===== src/sv/ttps_pkg.sv =====
// Shared types and constants of the transposition table probe store.
package ttps_pkg;

	typedef enum logic [1:0] {
		REQ_INSERT = 2'd0,
		REQ_PROBE  = 2'd1,
		REQ_CLEAR  = 2'd2
	} req_code_t;

	typedef enum logic [1:0] {
		BOUND_EXACT = 2'd0,
		BOUND_LOWER = 2'd1,
		BOUND_UPPER = 2'd2
	} bound_code_t;

	localparam int unsigned CFG_IDX_W = 1;
	localparam logic [CFG_IDX_W-1:0] CFG_MATE_IDX = 1'd0;
	localparam logic [CFG_IDX_W-1:0] CFG_BAN_IDX  = 1'd1;

	localparam int unsigned CFG_DATA_W = 15;
	localparam logic [CFG_DATA_W-1:0] MATE_RESET = 15'd10000;
	localparam logic [CFG_DATA_W-1:0] BAN_RESET  = 15'd9900;

	typedef struct packed {
		logic               valid;
		logic [6:0]         depth;
		logic [31:0]        key_first;
		logic [31:0]        key_second;
		logic [15:0]        move;
		logic signed [15:0] score;
		logic [1:0]         bound;
	} entry_t;

	typedef struct packed {
		logic [1:0]         req_type;
		logic [31:0]        key_index_part;
		logic [31:0]        key_check_part;
		logic [6:0]         search_depth;
		logic [15:0]        best_move;
		logic signed [15:0] score;
		logic [1:0]         bound_type;
		logic signed [15:0] alpha_bound;
		logic signed [15:0] beta_bound;
	} item_t;

	typedef struct packed {
		logic               wr;
		logic               hit;
		logic signed [15:0] score;
		logic [15:0]        move;
	} verdict_t;

endpackage


===== src/sv/ttps_eval.sv =====
// Replace and hit decision for one request against the entry it selects.
module ttps_eval (
	input  ttps_pkg::item_t    item,
	input  ttps_pkg::entry_t   entry,
	input  logic [14:0]        mate_mag,
	input  logic [14:0]        ban_mag,
	output ttps_pkg::verdict_t verdict,
	output ttps_pkg::entry_t   wr_entry
);

	logic signed [16:0] neg_mate;
	logic signed [16:0] neg_ban;
	logic signed [16:0] new_score;
	logic signed [16:0] old_score;
	logic signed [16:0] st_score;
	logic [6:0]         old_depth;
	logic               deeper;
	logic               better;
	logic               key_ok;
	logic               bound_ok;

	always_comb begin
		neg_mate  = -$signed({2'b00, mate_mag});
		neg_ban   = -$signed({2'b00, ban_mag});
		new_score = 17'(item.score);
		st_score  = 17'(entry.score);
		// an empty entry counts as depth 0 with the mate floor as score
		old_depth = entry.valid ? entry.depth : 7'd0;
		old_score = entry.valid ? st_score : neg_mate;
		deeper    = item.search_depth > old_depth;
		better    = deeper || (item.search_depth == old_depth && new_score > old_score);

		key_ok = entry.valid && entry.key_first == item.key_index_part
			&& entry.key_second == item.key_check_part
			&& entry.depth >= item.search_depth;
		case (entry.bound)
			ttps_pkg::BOUND_EXACT: bound_ok = 1'b1;
			ttps_pkg::BOUND_LOWER: bound_ok = entry.score >= item.beta_bound;
			ttps_pkg::BOUND_UPPER: bound_ok = entry.score <= item.alpha_bound;
			default:               bound_ok = 1'b0;
		endcase

		verdict.wr    = item.req_type == ttps_pkg::REQ_INSERT && new_score > neg_ban && better;
		verdict.hit   = key_ok && bound_ok;
		verdict.score = verdict.hit ? entry.score : neg_mate[15:0];
		verdict.move  = verdict.hit ? entry.move : 16'd0;

		wr_entry.valid      = 1'b1;
		wr_entry.depth      = item.search_depth;
		wr_entry.key_first  = item.key_index_part;
		wr_entry.key_second = item.key_check_part;
		wr_entry.move       = item.best_move;
		wr_entry.score      = item.score;
		wr_entry.bound      = item.bound_type;
	end

endmodule


===== config.mk =====
export PLATFORM = sky130hd
export DESIGN_NAME = ttps_eval
export DESIGN_NICKNAME = d
export VERILOG_FILES = /design/src/sv/ttps_pkg.sv /design/src/sv/ttps_eval.sv
export SDC_FILE = /design/constraint.sdc
export NUM_CORES = 1
export LEC_CHECK = 0
export BUFFER_PORTS_ARGS = -buffer_cell sky130_fd_sc_hd__buf_2
export CORE_AREA = 2 2 163 165
export DETAILED_ROUTE_END_ITERATION = 8
export DIE_AREA = 0 0 165 167
export PLACE_DENSITY = 0.54
export SLEW_MARGIN = 20
export SYNTH_ARGS = -nofsm -noshare
export SYNTH_HDL_FRONTEND = slang
export SYNTH_SLANG_ARGS = --single-unit

===== constraint.sdc =====
create_clock -name vclk -period 5.3
set_input_delay 0.265 -clock vclk [all_inputs]
set_output_delay 0.265 -clock vclk [all_outputs]
set_load 0.02 [all_outputs]

# Yosys cells after proc, flatten, opt, wreduce, memory -nomap -nowiden
# Index checks and enable logic that the tools add are counted.
[word_totals]
reg_bits = 0
out_inout_bits = 140
input_bits = 275
word_cells = 28
[classes]
n_eq_ne = 5
mux = 5
n_reduce_logical = 10
magnitude_cmp = 6
addsub = 2
[ops]
columns = ["cell", "n"]
rows = [
  ["equality test 32 bit", 2],
  ["> comparator 16 x 17 -> 1 bit", 2],
  ["negator 15 -> 17 bit", 2],
  ["2-to-1 mux 16 bit", 2],
  ["2-to-1 mux 17 bit", 1],
  ["greater-or-equal comparator 16 bit", 1],
  ["<= comparator 16 bit", 1],
  ["equality test 7 bit", 1],
  ["greater-or-equal comparator 7 bit", 1],
  ["> comparator 7 bit", 1],
  ["logical AND 1 bit", 7],
  ["2-to-1 mux 7 bit", 1],
  ["zero test 2 bit", 2],
  ["one-hot mux 1 bit (3 select lines)", 1],
  ["equality test 2 x 1 -> 1 bit (second input constant)", 1],
  ["equality test 2 bit (second input constant)", 1],
  ["logical OR 1 bit", 1],
]

# Logic depth before layout (Yosys ltp)
# Gate-level depths: netlist of the first run.
[depth]
depth_word = 6
mapped_depth = 14
depth_no_buf = 14

# Worst setup path after synthesis of the first run
# Ideal clock, no wire load.
[synth_timing]
path_type = "input -> output"
start = "input mate_mag[8]"
end = "output verdict[33] (netlist bit)"
slack_ns = 2.156
stages = 12
path_buffers = 0
t_required_ns = 5.035
t_arrival_ns = 2.879
path_cell_list = "or4_1 or3_1 nor4_1 xnor2_1 mux2i_1 ha_1 a21o_1 a211oi_1 o21ai_0 a21oi_1 o221ai_1 and4b_1"
[synth_rtl]
columns = ["element", "line", "text"]
rows = [
  ["start: declaration", "ttps_eval.sv:5", "input logic [14:0] mate_mag,"],
  ["end: declaration", "ttps_eval.sv:7", "output ttps_pkg::verdict_t verdict,"],
]

==> flow_summary_export.csv, run 1 <==
group,metric,value,unit
status,status,"complete, no violations",
synthesis,synthesis.area,4700,um^2
grt,grt_overflow,0,
finish,nClkBuffers,0,
timing,slew-limit-headroom,50.9,%
worst_setup_path,path_cells,"buf_2 -> ha_1 -> nand4_1 -> or4_4 -> a21o_1 -> o211ai_2 -> mux2i_2 -> buf_4 -> nand4bb_2 -> buf_4 -> mux2i_1 -> buf_2",
synthesis,netlist.area_leader.share,21.8,%
place,port_buffers,378,
detailed_routing,route.vias.total,5440,
grt,grt_usage,15.9,%
grt,grt_pass1_wl,32800,um
hold_path,holdPathStages,0,
detailed_routing,dr_wl_met3,1640,um
grt,first_global_vias,5222,
finish,final_common_cell,"buf_2",
synthesis,synth_cells,643,
hold_path,holdCritPathClass,"in2out",
timing,worst_pin_slew,0.736,ns
worst_setup_path,critPathMaxStageDelay,0.74,ns
clock_network,postCtsHoldBufs,0,
worst_setup_path,crit_slowest_cell,"nand4bb_2",
hold_path,hp-start,"item[51]",
floorplan,core,25800,um^2
clock_network,post_cts_buffers,0,
synthesis,synthTopCellsByArea,"ha_1, buf_4, xnor2_1, inv_1, nand4_1",
power_and_ir_drop,ir_drop,0.0581,mV
floorplan,io_pins,415,
timing,period_share,71.5,%
finish,layout.cells.most_common_list,"buf_2, ha_1, inv_1",
finish,seq_cell_count,0,
floorplan,die_w,165,um
detailed_routing,routedWlPerCell,18.5,um
detailed_routing,top_layer,"met5",
synthesis,yosys.area.top_type,"ha_1",
worst_setup_path,start_kind,"input port",
finish,drive_gt1_share,43.5,%
floorplan,initial_core_util,18.2,%
power_and_ir_drop,powerDensity,82.3,nW/um^2
place,gp_congestion,0.860,
worst_setup_path,path_class,"in2out",
place,hpwl,21900,um
timing,setup_viol,0,
synthesis,netlist-cell-type-count,47,
detailed_routing,dr.first_iter.drc_count,177,
detailed_routing,drc_errors,0,
run,cap_violations,0,
worst_setup_path,worstPathArrival,3.53,ns
detailed_routing,postRouteWirelength,23200,um
synthesis,yosysWarningCount,0,
grt,grt_max_degree,26,
synthesis,seq_area_frac_synth,0,%
detailed_routing,wl_met1,9550,um
finish,post-route-util,24.1,%
grt,antenna_found_initial,11,
detailed_routing,ant_nets,0,
finish,regArea,0,um^2
finish,areaGrowthSynthToFinish,32.4,%
worst_setup_path,required,5.04,ns
detailed_routing,vias_per_cell,4.35,
detailed_routing,wl_met2,11600,um
worst_setup_path,crit_path_end_kind,"output pin",
timing,layout_min_cycle_time,3.79,ns
timing,tns,0,ns
clock_network,cts.repair.resized,0,
floorplan,die_area,27600,um^2
floorplan,die_y,167,um
synthesis,syn-num-nets,1000,
timing,finalHoldViolCount,0,
timing,rsz0062_at_grt,"no",
finish,final_nets,1271,
timing,drv_slew,0,
floorplan,num_rows,59,
worst_setup_path,crit_fanout,18,
synthesis,synth.avg_cell_area,7.31,um^2
hold_path,hold_end,"wr_entry[19]",
timing,fmax,264,MHz
power_and_ir_drop,p_total,512,uW
power_and_ir_drop,leakagePower,0.00341,uW
detailed_routing,first_pass_iters,4,
## synth_stat cells, types with 4 or more instances
cell	count
nor2b_1	7
nand2b_1	26
clkbuf_1	4
a31oi_1	5
a211oi_1	5
or4_1	4
ha_1	82
o21ai_0	20
nand2_1	33
nor3b_1	16
o211ai_1	5
xor2_1	19
o22ai_1	4
mux2_4	5
nand3_1	8
a21o_1	14
xnor2_1	50
buf_4	107
nand4_1	30
inv_1	66
nand3b_1	4
mux2i_1	16
a21oi_1	24
nor4_1	17
nor2_1	25
mux2_2	6
o21a_1	4
nor3_1	14
## stage by stage
stage               instance area, um^2  hold WS [ns]  cells  setup slack [ns]
finish                             6220         0.530   1252              1.51
global route                       6220         0.530   1251              1.22
CTS                                6200         0.530   1247              1.15
detailed placement                 6200         0.530   1247              1.15
global placement                   6200         0.530   1247              1.20
floorplan                          4700         0.643    643              2.16
## critical path, delay by kind of cell
kind,cells,cell delay [ns]
buffers and inverters,4,0.92
muxes,2,0.22
adders and majority gates,1,0.32
AOI/OAI and AO/OA,2,0.26
and+or+nand+nor,3,1.52
## cells by family (layout without fill, tap and decap cells)
logic type,Yosys count,after routing,synth area share [%]
AOI/OAI and AO/OA,90,90,12.1
xor gates and xnor gates,69,69,12.9
adders and majority gates,82,82,21.8
buffers and inverters,179,448,23.1
muxes,28,28,6.74
other,1,6,0.0798
and+or+nand+nor,194,194,23.3
## worst max path at each step
stage	cells after the start	endpoint	startpoint
floorplan	12	verdict[33]	mate_mag[8]
global placement	11	verdict[30]	entry[13]
detailed placement	11	verdict[30]	entry[13]
CTS	11	verdict[30]	entry[13]
global route	13	verdict[33]	mate_mag[8]
finish	12	verdict[25]	entry[13]
## where the power goes
group          switching [uW]  internal, uW   leakage, uW  total [uW]
Clock                       0      0.000128  0.0000000317    0.000128
Combinational             289           223       0.00341         512
Sequential                  0             0             0           0
## area by class of cell
type	instances	area, um^2
fill	2931	19500
multi-input combinational	464	3620
timing repair buffer	382	1920
tap	335	419
inverter	66	248
antenna	5	12.5
## routing by layer
layer / vias up / global-route usage (%)
met5: - / 0
met4: 4 / 3.55
met3: 22 / 2.94
met2: 253 / 27.9
met1: 2453 / 20.0
li1: 2708 / -
No activity file was read; power rests on OpenSTA's default activity.
==> run 2: changes to the inputs <==
==> constraint.sdc (replaced) <==
create_clock -name vclk -period 3.53
set_input_delay 0.1765 -clock vclk [all_inputs]
set_output_delay 0.1765 -clock vclk [all_outputs]
set_load 0.02 [all_outputs]
==> run 2 against run 1 <==
Compared with the run above: global-route usage fell by 0.066 points; via count is 0.79% lower; flip-flop and latch count stayed put; critical endpoint is now verdict[33]; die area unchanged; first-iteration DRC count decreased by 3.4%; sequential share of layout area did not move; utilization is 0.33 points higher; cell count is 0.24% higher; combinational power rose by 51%; highest routed layer unchanged; largest power group unchanged.
==> flow_summary_export.csv, run 2 (same netlist as run 1, synthesis figures left out) <==
group,metric,value,unit
status,status,"complete, no violations",
detailed_routing,drc_errors,0,
finish,seq_cell_count,0,
finish,areaGrowthSynthToFinish,34.2,%
grt,antenna_found_initial,10,
timing,worst_pin_slew,0.573,ns
hold_path,holdPathStages,0,
grt,grt_usage,15.8,%
power_and_ir_drop,ir_drop,0.0907,mV
timing,period_share,95.0,%
grt,first_global_vias,5159,
detailed_routing,dr.first_iter.drc_count,171,
hold_path,hold_end,"wr_entry[19]",
timing,layout_min_cycle_time,3.35,ns
finish,nClkBuffers,0,
place,gp_congestion,0.857,
detailed_routing,route.vias.total,5397,
timing,holdWs,0.353,ns
finish,drive_gt1_share,44.7,%
worst_setup_path,start_kind,"input port",
clock_network,cts.repair.resized,0,
finish,regArea,0,um^2
detailed_routing,routedWlPerCell,18.6,um
hold_path,hp-start,"item[51]",
floorplan,num_rows,59,
timing,slew-limit-headroom,61.2,%
run,cap_violations,0,
timing,setup_viol,0,
power_and_ir_drop,p_sw_share,56.6,%
detailed_routing,ant_nets,0,
finish,final_common_cell,"buf_2",
hold_path,holdCritPathClass,"in2out",
power_and_ir_drop,internal_power,336,uW
timing,rsz0062_at_grt,"no",
detailed_routing,postRouteWirelength,23300,um
timing,fin_ws,0.175,ns
worst_setup_path,crit_path_end_kind,"output pin",
worst_setup_path,required,3.35,ns
floorplan,core,25800,um^2
place,place_ws,0.150,ns
grt,grt_pass1_wl,32500,um
floorplan,initial_core_util,18.2,%
power_and_ir_drop,combPwrFrac,100.0,%
timing,drv_slew,0,
clock_network,postCtsHoldBufs,0,
grt,grt_overflow,0,
timing,fmax,298,MHz
detailed_routing,first_pass_iters,4,
finish,layout.cells.most_common_list,"buf_2, ha_1, inv_1",
finish,final_nets,1276,
clock_network,post_cts_buffers,0,
power_and_ir_drop,clkPwrFrac,0,%
worst_setup_path,worstPathArrival,3.18,ns
worst_setup_path,crit_fanout,6,
place,port_buffers,378,
power_and_ir_drop,leakagePower,0.00344,uW
power_and_ir_drop,p_seq_share,0,%
worst_setup_path,path_class,"in2out",
timing,tns,0,ns
power_and_ir_drop,p_switching,439,uW
floorplan,die_y,167,um
place,hpwl,21900,um
grt,grt_max_degree,19,
floorplan,io_pins,415,
power_and_ir_drop,powerDensity,123,nW/um^2
timing,finalHoldViolCount,0,
floorplan,die_area,27600,um^2
floorplan,die_w,165,um
detailed_routing,vias_per_cell,4.30,
[run 2: cell types whose count changed in the layout (fill, tap and decap cells not counted), sizes merged]
| cell | before | now |
|---|---|---|
| diode | 5 | 3 |
| buf | 382 | 387 |
[run 2: metrics by stage]
step / area, um^2 / total power, uW / utilization [%] / cells
final: 6300 / 775 / 24.5 / 1255
after global routing: 6300 / 861 / 24.5 / 1255
after CTS: 6250 / 782 / 24.3 / 1252
after detailed placement: 6250 / 778 / 24.3 / 1252
after global placement: 6250 / 771 / 24.3 / 1252
after floorplan: 4700 / 504 / - / 643
[run 2: layer usage]
metal | routed length, um | track usage (%) | vias to the layer above
li1 | - | - | 2714
met1 | 9900 | 19.9 | 2414
met3 | 1530 | 2.76 | 30
met2 | 11200 | 27.7 | 235
met5 | 26 | 0 | -
met4 | 616 | 3.89 | 4
[run 2: worst max-delay path by stage]
stage / startpoint / endpoint / slack (ns) / depth (start not counted)
floorplan: mate_mag[8] / verdict[33] / 0.56 / 12
global placement: mate_mag[8] / verdict[33] / 0.12 / 14
detailed placement: mate_mag[8] / verdict[33] / 0.15 / 14
CTS: mate_mag[8] / verdict[33] / 0.13 / 14
global route: mate_mag[4] / verdict[33] / 0.02 / 15
finish: mate_mag[4] / verdict[33] / 0.18 / 15
[run 2: power groups by stage]
stage / Clock [uW] / Sequential (uW) / Combinational, uW
floorplan: 0 / 0 / 504
global placement: 0 / 0 / 771
global route: 0.000115 / 0 / 861
finish: 0.000115 / 0 / 775
CTS: 0 / 0 / 782
detailed placement: 0 / 0 / 778
[run 2: cell type report]
class / count / area (um^2)
fill: 2917 / 19500
tap: 335 / 419
multi-input combinational: 464 / 3660
timing repair buffer: 387 / 1970
antenna: 3 / 7.51
inverter: 66 / 248
[run 2: worst max-delay path: stages]
cell and delay, ns:
buf_2 0.11, nor4_1 0.46, nand2_1 0.29, xnor2_1 0.26
nor2_1 0.06, a21oi_1 0.17, ha_1 0.27, a21o_1 0.19
a21o_1 0.17, a21oi_1 0.14, o21ai_0 0.15, a21oi_1 0.18
o221ai_1 0.15, and4b_1 0.23, buf_2 0.16
==> run 3: changes to the inputs <==
--- a/config.mk
+++ b/config.mk
@@ -6,11 +6,15 @@
 export NUM_CORES = 1
 export LEC_CHECK = 0
 export BUFFER_PORTS_ARGS = -buffer_cell sky130_fd_sc_hd__buf_2
-export CORE_AREA = 2 2 163 165
+export CELL_PAD_IN_SITES_DETAIL_PLACEMENT = 1
+export CELL_PAD_IN_SITES_GLOBAL_PLACEMENT = 2
+export CORE_ASPECT_RATIO = 0.8
+export CORE_MARGIN = 2
+export CORE_UTILIZATION = 19
 export DETAILED_ROUTE_END_ITERATION = 8
-export DIE_AREA = 0 0 165 167
-export PLACE_DENSITY = 0.54
+export PLACE_DENSITY = 0.94
 export SLEW_MARGIN = 20
 export SYNTH_ARGS = -nofsm -noshare
 export SYNTH_HDL_FRONTEND = slang
 export SYNTH_SLANG_ARGS = --single-unit
+export TNS_END_PERCENT = 30
==> run 3 against run 2 <==
Compared with the run above: die area decreased by 5.6%; routed wire length decreased by 0.70%; utilization increased by 1.4 points.
==> flow_summary_export.csv, run 3 (same netlist as run 1, synthesis figures left out) <==
group,metric,value,unit
status,status,"complete, no violations",
grt,grt_usage,16.6,%
timing,fmax,301,MHz
place,placedCellCount,1233,
finish,fill_cells,3092,
grt,grt_use_met1,24.9,%
worst_setup_path,path_cells,"buf_2 -> or4_4 -> or3_4 -> nor4_4 -> xnor2_1 -> mux2i_1 -> ha_1 -> a21o_1 -> a211oi_1 -> o21ai_0 -> a21oi_1 -> o221ai_1 -> and4b_1 -> buf_2",
place,port_buffers,378,
worst_setup_path,start_kind,"input port",
hold_path,holdPathStages,0,
grt,groute.layer.met2.usage,26.1,%
timing,finalHoldViolCount,0,
finish,regArea,0,um^2
timing,drv_slew,0,
hold_path,hold_end,"wr_entry[19]",
timing,holdWs,0.353,ns
floorplan,num_rows,51,
finish,nClkBuffers,0,
floorplan,die_w,180,um
worst_setup_path,crit_fanout,4,
detailed_routing,routedWlPerCell,18.7,um
floorplan,io_pins,415,
finish,final_common_cell,"buf_2",
grt,grt_pass1_wl,33500,um
finish,drive_gt1_share,45.0,%
grt,top_usage_layer,"met2",
worst_setup_path,path_class,"in2out",
detailed_routing,first_pass_iters,4,
hold_path,hp-start,"item[51]",
grt,met3_usage,1.83,%
worst_setup_path,worst_path_most_repeated_cell,"buf_2",
clock_network,postCtsHoldBufs,0,
detailed_routing,route.vias.total,5455,
grt,grt_overflow,0,
timing,setup_viol,0,
detailed_routing,drc_errors,0,
power_and_ir_drop,p_total,807,uW
timing,tns,0,ns
place,place_area,6220,um^2
worst_setup_path,crit_buf_inv,2,
hold_path,holdCritPathClass,"in2out",
grt,antenna_found_initial,4,
floorplan,die_area,26000,um^2
place,hpwl,21500,um
detailed_routing,vias_per_cell,4.42,
worst_setup_path,critPathMaxStageDelay,0.55,ns
timing,worst_pin_slew,0.735,ns
finish,layout.cells.most_common_list,"buf_2, ha_1, inv_1",
floorplan,initial_core_util,19.3,%
power_and_ir_drop,ir_drop,0.0597,mV
worst_setup_path,cp_top_family,"simple AND/OR/NAND/NOR gates",
worst_setup_path,worstPathArrival,3.14,ns
finish,final_cell_area,6300,um^2
finish,seq_cell_count,0,
detailed_routing,ant_nets,0,
finish,final_nets,1274,
timing,layout_min_cycle_time,3.32,ns
timing,period_share,94.0,%
worst_setup_path,required,3.35,ns
worst_setup_path,crit_path_end_kind,"output pin",
power_and_ir_drop,powerDensity,128,nW/um^2
floorplan,die_y,145,um
finish,areaGrowthSynthToFinish,34.1,%
clock_network,post_cts_buffers,0,
detailed_routing,dr.first_iter.drc_count,216,
grt,first_global_vias,5656,
place,gp_congestion,0.869,
grt,grt_max_degree,23,
worst_setup_path,crit_slowest_cell,"or4_4",
run,cap_violations,0,
finish,stdcell_count,1234,
detailed_routing,postRouteWirelength,23100,um
timing,slew-limit-headroom,50.5,%
power_and_ir_drop,leakagePower,0.00345,uW
floorplan,core,24300,um^2
-- run 3: changes by cell type in the layout (fill, tap and decap cells not counted), moves of 2 or more --
cell     previous run  this run
nand2_2             0         3
nor4_4              0         2
nand2_1            33        30
diode_2             3         1
buf_4               8         6
-- run 3: cell type report --
type | count | area [um^2] | area share, %
diodes | 1 | 2.50 | 0.0397
well taps | 318 | 398 | 6.32
multi-input cells | 464 | 3690 | 58.6
inverters | 66 | 248 | 3.93
repair buffers | 385 | 1960 | 31.1
-- run 3: repair_timing --
| action | CTS | global route |
|---|---|---|
| pin swaps | 0 | 1 |
| hold endpoints to repair | 0 | 0 |
| endpoints found under the setup margin | 1 | 1 |
| resized for setup | 1 | 16 |
-- run 3: how the worst max path moves through the flow --
stage | from | to | cells after the start
2_1_floorplan | mate_mag[8] | verdict[33] | 12
5_1_grt | ban_mag[2] | verdict[33] | 16
4_1_cts | mate_mag[8] | verdict[33] | 14
3_3_place_gp | mate_mag[4] | verdict[33] | 14
3_5_place_dp | mate_mag[4] | verdict[33] | 14
6_report | mate_mag[8] | verdict[33] | 14
-- run 3: through the flow --
stage / worst slack (ns) / util [%]
after global routing: -0.00347 / 25.9
after floorplan: 0.563 / -
after global placement: -0.0717 / 25.6
final: 0.213 / 25.9
after CTS: 0.0772 / 25.6
after detailed placement: -0.0769 / 25.6
-- run 3: where the power goes --
part           internal, uW   leakage (uW)  switching [uW]  total, uW
sequential                0              0               0          0
clock             0.0000380  0.00000000634               0  0.0000380
combinational           341        0.00345             466        807
-- run 3: metal layers --
layer  wire, um  vias up
met4        287        0
met5          0        -
li1           -     2707
met1      11700     2562
met3       1150        8
met2      10000      178
